## config.mk

```make
export PLATFORM = sky130hd
export DESIGN_NAME = tilt_gesture_classifier_core
export DESIGN_NICKNAME = d
export VERILOG_FILES = /design/src/rtl/tgc_pkg.sv /design/src/rtl/tgc_axis_judge.sv /design/src/rtl/tilt_gesture_classifier_core.sv
export SDC_FILE = /design/constraint.sdc
export NUM_CORES = 1
export LEC_CHECK = 0
export ABC_CLOCK_PERIOD_IN_PS = 4550
export BUFFER_PORTS_ARGS = -buffer_cell sky130_fd_sc_hd__buf_2
export CORE_UTILIZATION = 59
export DETAILED_ROUTE_END_ITERATION = 7
export GPL_ROUTABILITY_DRIVEN = 0
export PLACE_DENSITY = 0.79
export SLEW_MARGIN = 20
export SYNTH_ARGS = -nofsm -noshare
export SYNTH_HDL_FRONTEND = slang
export SYNTH_SLANG_ARGS = --single-unit
```

## constraint.sdc

```tcl
create_clock -name clk -period 4.55 [get_ports clk]
set_input_delay 0.455 -clock clk [delete_from_list [all_inputs] [get_ports clk]]
set_output_delay 0.455 -clock clk [all_outputs]
set_load 0.05 [all_outputs]
```

## src/rtl/tgc_pkg.sv

```systemverilog
// ----------------------------------------------------------------------------
// tgc_pkg
// Shared types and constants for the tilt gesture classifier.
// ----------------------------------------------------------------------------
package tgc_pkg;

  localparam int SAMPLE_BITS_DEF = 16;
  localparam int REG_W           = 15;
  localparam int CFG_IDX_W       = 2;
  localparam int CMD_W           = 3;

  localparam logic [REG_W-1:0] X_THR_RST = REG_W'(5000);
  localparam logic [REG_W-1:0] Y_THR_RST = REG_W'(4500);
  localparam logic [REG_W-1:0] BAND_RST  = REG_W'(500);

  typedef enum logic [CFG_IDX_W-1:0] {
    CFG_X_THR = 2'd0,
    CFG_Y_THR = 2'd1,
    CFG_BAND  = 2'd2
  } cfg_idx_t;

  typedef enum logic [CMD_W-1:0] {
    CMD_NONE     = 3'd0,
    CMD_NEXT     = 3'd1,
    CMD_PREV     = 3'd2,
    CMD_VOL_UP   = 3'd3,
    CMD_VOL_DOWN = 3'd4
  } cmd_t;

  // pos/neg tilt flags of one axis
  typedef struct packed {
    logic pos;
    logic neg;
  } axis_flags_t;

  typedef struct packed {
    axis_flags_t flags;
    logic        enter_pos;
    logic        enter_neg;
  } judge_res_t;

endpackage

```

## src/rtl/tgc_axis_judge.sv

```systemverilog
// ----------------------------------------------------------------------------
// tgc_axis_judge
// One axis step: tilt entry on either side with hysteresis, level clear.
// ----------------------------------------------------------------------------
module tgc_axis_judge #(
  parameter int SAMPLE_BITS = tgc_pkg::SAMPLE_BITS_DEF
) (
  input  logic                             en,
  input  logic signed [SAMPLE_BITS-1:0]    sample,
  input  logic [tgc_pkg::REG_W-1:0]        thr,
  input  logic [tgc_pkg::REG_W-1:0]        band,
  input  tgc_pkg::axis_flags_t             flags_in,
  output tgc_pkg::judge_res_t              res
);
  import tgc_pkg::*;

  localparam int CMP_W = ((SAMPLE_BITS > REG_W + 1) ? SAMPLE_BITS : REG_W + 1) + 1;

  logic signed [CMP_W-1:0] v_ext;
  logic signed [CMP_W-1:0] thr_pos;
  logic signed [CMP_W-1:0] thr_neg;
  logic signed [CMP_W-1:0] band_pos;
  logic signed [CMP_W-1:0] band_neg;

  assign v_ext    = CMP_W'(sample);
  assign thr_pos  = signed'({{(CMP_W-REG_W){1'b0}}, thr});
  assign thr_neg  = -thr_pos;
  assign band_pos = signed'({{(CMP_W-REG_W){1'b0}}, band});
  assign band_neg = -band_pos;

  always_comb begin
    res.flags     = flags_in;
    res.enter_pos = 1'b0;
    res.enter_neg = 1'b0;
    if (en) begin
      if (v_ext > thr_pos && !flags_in.pos) begin
        res.flags.pos = 1'b1;
        res.flags.neg = 1'b0;
        res.enter_pos = 1'b1;
      end else if (v_ext < thr_neg && !flags_in.neg) begin
        res.flags.pos = 1'b0;
        res.flags.neg = 1'b1;
        res.enter_neg = 1'b1;
      end else if (v_ext > band_neg && v_ext < band_pos) begin
        res.flags.pos = 1'b0;
        res.flags.neg = 1'b0;
      end
    end
  end

endmodule

```

## src/rtl/tilt_gesture_classifier_core.sv

```systemverilog
// ----------------------------------------------------------------------------
// tilt_gesture_classifier_core
// Two-axis tilt detector with hysteresis that emits media commands.
// ----------------------------------------------------------------------------
// Path: an accepted input word is held in the input register, then in the result register.
// Throughput: one word per cycle while out_ready keeps up; tilt flags are updated in the same cycle
// the result register loads, so the next word sees them at once.
// Reset: flags cleared, thresholds back to 5000 / 4500 / band 500, no words held.
module tilt_gesture_classifier_core #(
  parameter int SAMPLE_BITS = tgc_pkg::SAMPLE_BITS_DEF
) (
  input  logic                              clk,
  input  logic                              rst,
  input  logic                              in_valid,
  output logic                              in_ready,
  input  logic signed [SAMPLE_BITS-1:0]     accel_x,
  input  logic signed [SAMPLE_BITS-1:0]     accel_y,
  output logic                              out_valid,
  input  logic                              out_ready,
  output logic [tgc_pkg::CMD_W-1:0]         command,
  output logic                              right_lit,
  output logic                              left_lit,
  output logic                              forward_lit,
  output logic                              back_lit,
  input  logic                              cfg_valid,
  output logic                              cfg_ready,
  input  logic [tgc_pkg::CFG_IDX_W-1:0]     cfg_index,
  input  logic [tgc_pkg::REG_W-1:0]         cfg_data
);
  import tgc_pkg::*;

  logic [REG_W-1:0] x_thr;
  logic [REG_W-1:0] y_thr;
  logic [REG_W-1:0] band;

  logic                          s1_valid;
  logic signed [SAMPLE_BITS-1:0] s1_x;
  logic signed [SAMPLE_BITS-1:0] s1_y;

  axis_flags_t x_flags;
  axis_flags_t y_flags;
  judge_res_t  x_res;
  judge_res_t  y_res;
  cmd_t        cmd_next;
  logic        load_out;

  assign cfg_ready = 1'b1;
  assign load_out  = s1_valid && (!out_valid || out_ready);
  assign in_ready  = !s1_valid || load_out;

  always_ff @(posedge clk) begin
    if (rst) begin
      x_thr <= X_THR_RST;
      y_thr <= Y_THR_RST;
      band  <= BAND_RST;
    end else if (cfg_valid) begin
      case (cfg_idx_t'(cfg_index))
        CFG_X_THR: x_thr <= cfg_data;
        CFG_Y_THR: y_thr <= cfg_data;
        CFG_BAND:  band  <= cfg_data;
        default: ;
      endcase
    end
  end

  // input register
  always_ff @(posedge clk) begin
    if (rst) begin
      s1_valid <= 1'b0;
    end else if (in_ready) begin
      s1_valid <= in_valid;
    end
  end

  always_ff @(posedge clk) begin
    if (in_valid && in_ready) begin
      s1_x <= accel_x;
      s1_y <= accel_y;
    end
  end

  tgc_axis_judge #(.SAMPLE_BITS(SAMPLE_BITS)) u_judge_x (
    .en       (!(y_flags.pos || y_flags.neg)),
    .sample   (s1_x),
    .thr      (x_thr),
    .band     (band),
    .flags_in (x_flags),
    .res      (x_res)
  );

  // Y is judged against the X flags after the X step
  tgc_axis_judge #(.SAMPLE_BITS(SAMPLE_BITS)) u_judge_y (
    .en       (!(x_res.flags.pos || x_res.flags.neg)),
    .sample   (s1_y),
    .thr      (y_thr),
    .band     (band),
    .flags_in (y_flags),
    .res      (y_res)
  );

  always_comb begin
    cmd_next = CMD_NONE;
    if (x_res.enter_pos) begin
      cmd_next = CMD_NEXT;
    end else if (x_res.enter_neg) begin
      cmd_next = CMD_PREV;
    end
    if (y_res.enter_pos) begin
      cmd_next = CMD_VOL_UP;
    end else if (y_res.enter_neg) begin
      cmd_next = CMD_VOL_DOWN;
    end
  end

  always_ff @(posedge clk) begin
    if (rst) begin
      x_flags   <= '0;
      y_flags   <= '0;
      out_valid <= 1'b0;
    end else begin
      if (load_out) begin
        x_flags <= x_res.flags;
        y_flags <= y_res.flags;
      end
      if (load_out) begin
        out_valid <= 1'b1;
      end else if (out_ready) begin
        out_valid <= 1'b0;
      end
    end
  end

  // result register
  always_ff @(posedge clk) begin
    if (load_out) begin
      command     <= cmd_next;
      right_lit   <= x_res.flags.pos;
      left_lit    <= x_res.flags.neg;
      forward_lit <= y_res.flags.pos;
      back_lit    <= y_res.flags.neg;
    end
  end

`ifndef ASSERT_OFF
  a_x_excl: assert property (@(posedge clk) disable iff (rst)
    !(x_flags.pos && x_flags.neg))
    else $error("right and left both held");

  a_axis_excl: assert property (@(posedge clk) disable iff (rst)
    !((x_flags.pos || x_flags.neg) && (y_flags.pos || y_flags.neg)))
    else $error("X and Y tilt held together");

  a_cmd_lit: assert property (@(posedge clk) disable iff (rst)
    out_valid && (command == CMD_NEXT) |-> right_lit && !forward_lit && !back_lit)
    else $error("next command without right tilt");

  a_flags_follow: assert property (@(posedge clk) disable iff (rst)
    load_out |=> right_lit == x_flags.pos && back_lit == y_flags.neg)
    else $error("indicators differ from flags");
`endif

endmodule

```

======== Yosys cells after proc, flatten, opt, wreduce, memory -nomap -nowiden ========
Index checks and enable logic that the tools add are counted.
operators by class
  order comparisons ....................... 8
  multiplexer cells ....................... 19
  add/subtract/negate cells ............... 3
  equal/unequal tests ..................... 2
  reductions and logical operators ........ 23
operators by type and width
  operator            count
  $neg 15->17         3
  $gt 16x17->1        2
  $lt 16x17->1        2
  $gt 16x16->1        2
  $lt 16x16->1        2
  $mux 2              8
  $logic_and 1x1->1   8
  $mux 1              8
  $mux 4              2
  $logic_not 1->1     6
  $reduce_and 2->1    3
  $logic_or 1x1->1    4
  $mux 3              1
  $eq 2x1->1 const B  1
  $eq 2x2->1 const B  1
  $logic_not 2->1     1
  $reduce_bool 2->1   1
storage, ports and cells
  bits in registers ....................... 90
  input port bits ......................... 54

======== Longest topological paths before layout ========
  depth after elaboration ................. 10
  mapped depth ............................ 15
  depth with buffers taken out ............ 15

======== Cells and area by module ========
From an unflattened synthesis, not the netlist that was laid out.
second synthesis, totals
  cell total of the unflattened synthesis .. 801
  area, all modules ....................... 7,056.8 µm²
modules (own cells, without submodules)
  module                        times used  area each (µm²)  cells each
  tilt_gesture_classifier_core  1           3,075.4          268
  tgc_axis_judge (u_judge_x)    1           1,999.4          268
  tgc_axis_judge (u_judge_y)    1           1,981.9          265

======== Worst setup path after synthesis ========
No wires, ideal clock.
  kind .................................... register to register
  start ................................... register x_thr[3]
  end ..................................... register forward_lit, data pin
  arrival ................................. 3,166 ps
  stages on the path, launching flop included .. 16
  path buffers ............................ 0
  setup slack ............................. 1,117 ps
  setup time .............................. 267 ps
  cells stage by stage .................... dfxtp_1 inv_1 nand4_1 nor4_1 nand3_1 nor2_1 xnor2_1 ha_1 and3_1 a221o_1 nand3_1 o211ai_1 mux2_2 o21ai_0 o221a_1 o21ai_1
RTL lines
  what                    line                                 source
  start, declared         tilt_gesture_classifier_core.sv:32   logic [REG_W-1:0] x_thr;
  start signal, assigned  tilt_gesture_classifier_core.sv:58   CFG_X_THR: x_thr <= cfg_data;
  end signal, assigned    tilt_gesture_classifier_core.sv:139  forward_lit <= y_res.flags.pos;
  end, declared           tilt_gesture_classifier_core.sv:23   output logic forward_lit,

======== Final worst setup path ========
  start ................................... register band[1]
  end ..................................... register y_flags[1] (netlist bit)
on the way
  longest elaborated chain between the ends .. 9
  elaborated cells on any way between the ends .. 16
  those cells by class .................... add/sub: 1; order compare: 4; mux: 8; reduce/logical: 3
ends and longest elaborated chain
  what                    line                                 source
  start, declared         tilt_gesture_classifier_core.sv:34   logic [REG_W-1:0] band;
  start signal, assigned  tilt_gesture_classifier_core.sv:60   CFG_BAND: band <= cfg_data;
  $neg 15->17             tgc_axis_judge.sv:29                 assign band_neg = -band_pos;
  $gt 16x17->1            tgc_axis_judge.sv:44                 end else if (v_ext > band_neg && v_ext < band_pos) begin
  $logic_and 1x1->1       tgc_axis_judge.sv:44
  $mux 2                  tgc_axis_judge.sv:44
  $mux 2                  tgc_axis_judge.sv:40                 end else if (v_ext < thr_neg && !flags_in.neg) begin
  $mux 2                  tgc_axis_judge.sv:36                 if (v_ext > thr_pos && !flags_in.pos) begin
  $mux 4                  tgc_axis_judge.sv:35                 if (en) begin
  $logic_or 1x1->1        tilt_gesture_classifier_core.sv:93   .en (!(x_res.flags.pos || x_res.flags.neg)),
  $mux 4 (*)              tgc_axis_judge.sv:35
  end signal, assigned    tilt_gesture_classifier_core.sv:123  y_flags <= y_res.flags;
  end, declared           tilt_gesture_classifier_core.sv:41   axis_flags_t y_flags;
Every way passes the cells marked *; elsewhere a longest branch is shown, timed or not.
A chain may end at the register's enable or synchronous reset.

==> impl_summary.md <==
Setup path
The reg-to-reg setup timing slack is 0.29 ns. The worst setup path is launched from a register. Data arrives at the worst endpoint at 4.52 ns. For the worst flop-to-flop path, the logic depth is 14.

The data required time of the critical path is 4.81 ns. The worst setup path startpoint is band[1]. In this run the worst path has a maximum fanout of 5. In this run the critical register-to-register path is launched from band[1]. By startpoint and endpoint, the worst setup path is classified as reg -> reg.

The type of element capturing the critical path is a register.

Yosys
The proportion of register bits with asynchronous set or reset after synthesis is 0%. In the synthesized netlist the dominant register cell turns out to be sky130_fd_sc_hd__dfxtp_1. The proportion of netlist area held by the largest area contributor is 22.2%. The sequential-to-total area share from yosys stat is 31.7%. The number of enable flip-flop cells after synthesis is 39. The mean post-synth cell area is 8.91 um^2. In this run, distinct cell masters in the synthesized netlist total 62. The net count after synthesis is 953. The instance count of the mapped netlist is 776.

The cell accounting for the most synthesized area is sky130_fd_sc_hd__ha_1. The Yosys step of the flow raised 0 warnings. By area the synthesized netlist is led by sky130_fd_sc_hd__ha_1 (22%), sky130_fd_sc_hd__edfxtp_1 (17%), sky130_fd_sc_hd__dfxtp_1 (15%). The netlist area before placement is 6920 um^2.

The number of register bits inferred by synthesis is 90.

CTS
The cell sitting at the root of the clock tree is a sky130_fd_sc_hd__clkbuf_16. Clock tree synthesis inserted a total of 9 buffers. The total number of H-tree levels is 3. The clock-pin slew on the worst setup and hold paths is 0.07 ns. The maximum clock path buffer count is 2. The total number of clock tree sinks is 90. Once the clock tree was built, the setup fixing pass inserted 0 buffers. Gates resized during post-CTS repair numbered 0. At the later pin of the worst-skew pair, clock insertion delay measures 0.36 ns. The TritonCTS clock tree is built.

The number of hold buffers added after CTS was 0.

GRT
The number of antenna violations at the first check in global routing is 0. The total congestion overflow after global routing is 0. The pin count of the biggest net entering global routing is 55. The first global-routing pass estimated 28200 um of wire. The all-layer global routing usage is 30.6%. The via count of the first global-routing pass is 5868.

Floorplanning
The total I/O pin count is 64. The initial cell density of the core is 60.6%. The chip width is 110 um.

From bottom edge to top edge, the die measures 110 um. The core region area is 11400 um^2. The die covers 12200 um^2. The number of placement rows is 39.

Final layout
The library cell used most frequently in the layout, excluding fill and tap cells, is sky130_fd_sc_hd__ha_1. The area added between synthesis and finish is 11.2%. The top cell types in the final layout, fill and taps aside, are sky130_fd_sc_hd__ha_1 (123), sky130_fd_sc_hd__nand2_1 (84), sky130_fd_sc_hd__a21oi_1 (65), sky130_fd_sc_hd__nor2_1 (64), sky130_fd_sc_hd__inv_1 (63).

The diode insertion count for antenna repair is 0. In the final layout, the share of cells above drive strength 1 is 11.3%. The final-stage net count is 1012.

Timing
Across all setup checks in the final design, the least slack found is 0.291 ns. The maximum achievable frequency is 235 MHz. The total negative setup slack is 0 ns. At the pin with the least slew margin, the transition time is 1.03 ns. The tightest hold path in the finished design has a slack of 0.260 ns.

The max-slew headroom at the worst pin is 31.4%. The time the worst path needs with I/O delays and setup is 4.26 ns. The final period utilization is 93.6%. The final hold violation count came to 0.

The final count of pins violating max slew is 0. Setup repair after global routing left no endpoint under its margin. On the final layout, the worst clock skew is 0.00815 ns.

The number of endpoints failing setup at the final stage is 0.

Drt
After the first detailed-routing iteration, the DRC count stood at 501. The length of the first detailed-routing pass in iterations is 5. The detailed-route vias per instance is 6.31. The routed wirelength normalized by instance count is 18.2 um. The wire length reported by the detailed router is 17900 um. Once detail routing completed, the nets flagged for antenna violations numbered 0. After detailed routing, the number of remaining DRC violations is 0. For this block, the via count after detailed routing is 6202.

Power
The total power after layout is 2.18 mW. The analysis attributes to cell leakage a power of 3.28 nW. For this design the ratio of total power to cell area is 283 nW/um^2. The worst supply voltage drop on vdd is 0.000239 V.

Run
The tool flagged a number of max-cap violations equal to 0.

Status
The flow ran to the end, and the final reports show no timing, DRC or antenna violations.

Placement
The pre-CTS setup slack is 0.431 ns. After legalization and detailed placement, the total HPWL measured 13800 um. The count of buffers added on input and output ports is 62.

Min path
The startpoint of the lowest-slack hold path is accel_y[0]. The cell depth of the worst hold path is 1. The worst hold-check path type is in -> reg.
## worst paths after layout
| kind | to |
|---|---|
| hold / removal | s1_y[0] |
| setup / recovery | y_flags[1] |
| setup reg to reg | y_flags[1] |
| hold reg to reg | y_thr[10] |
## registers in the layout, indices dropped and copies added, names as in the netlist
signal / count
back_lit: 1
right_lit: 1
forward_lit: 1
y_thr: 15
s1_valid: 1
left_lit: 1
x_flags: 2
out_valid: 1
y_flags: 2
s1_x: 16
band: 15
x_thr: 15
command: 3
s1_y: 16
## per-layer routing
| layer | up-vias | routed length, um | share of wire, % | track usage (%) |
|---|---|---|---|---|
| li1 | 2967 | - | - | - |
| met1 | 2904 | 7480 | 42 | 38.1 |
| met2 | 277 | 8490 | 47 | 51.6 |
| met3 | 54 | 1260 | 7.0 | 3.88 |
| met4 | 0 | 643 | 3.6 | 16.0 |
| met5 | - | 0 | 0 | 0 |
## stage by stage
step / util, % / cells / cell area [um^2]
floorplan: - / 776 / 6920
finish: 67.3 / 983 / 7690
global placement: 64.5 / 967 / 7360
detailed placement: 64.5 / 967 / 7360
global route: 67.3 / 983 / 7690
CTS: 67.3 / 983 / 7690
## power breakdown
part / switching, mW / internal, mW
Combinational: 0.252 / 0.177
Sequential: 0.0511 / 0.890
Clock: 0.338 / 0.470
Total: 0.641 / 1.54
## critical path, cell delays in order, from the launching register on
cell	delay [ns]
sky130_fd_sc_hd__dfxtp_1	0.34
sky130_fd_sc_hd__inv_1	0.12
sky130_fd_sc_hd__ha_1	0.22
sky130_fd_sc_hd__nor4b_1	0.51
sky130_fd_sc_hd__nand3_1	0.27
sky130_fd_sc_hd__nor4_1	0.31
sky130_fd_sc_hd__xnor2_1	0.15
sky130_fd_sc_hd__ha_1	0.34
sky130_fd_sc_hd__nand4_1	0.16
sky130_fd_sc_hd__or4_1	0.57
sky130_fd_sc_hd__nor3b_1	0.29
sky130_fd_sc_hd__o31ai_1	0.15
sky130_fd_sc_hd__and4_2	0.26
sky130_fd_sc_hd__o221a_1	0.23
sky130_fd_sc_hd__o311ai_1	0.23
## cells by family after synthesis
family	count (synthesis)	share of synthesized area [%]
and+or+nand+nor	267	19.5
AOI/OAI and AO/OA	176	16.4
adders and majority gates	124	22.4
DFF	90	31.7
buffers and inverters	79	4.36
xor gates and xnor gates	37	5.28
muxes	2	0.307
other	1	0.0542
## synth_stat cells, drive strengths merged (3+ instances only)
master / count
xor2: 3
nor3b: 5
a211oi: 5
nand3: 13
nor2b: 13
nand2b: 5
a21oi: 65
nand4: 22
and3b: 3
o2111ai: 3
o21ai: 27
o21a: 9
and3: 3
nor3: 18
o31ai: 4
xnor3: 3
or4: 4
a211o: 19
nand2: 84
nor2: 64
edfxtp: 39
a31oi: 7
nor4: 13
o22ai: 3
inv: 63
a21o: 15
a311oi: 3
o211ai: 6
nand4b: 4
dfxtp: 51
or2: 3
ha: 123
clkbuf: 14
xnor2: 31
and4: 4
## layout make-up
| cell class | instances | area, um^2 |
|---|---|---|
| Sequential cell | 90 | 2190 |
| Inverter | 63 | 236 |
| Clock buffer | 12 | 300 |
| Timing Repair Buffer | 64 | 325 |
| Fill cell | 921 | 3730 |
| Multi-Input combinational cell | 607 | 4430 |
| Tap cell | 143 | 179 |
| Clock inverter | 4 | 27.5 |
(Power assumes the default switching activity.)
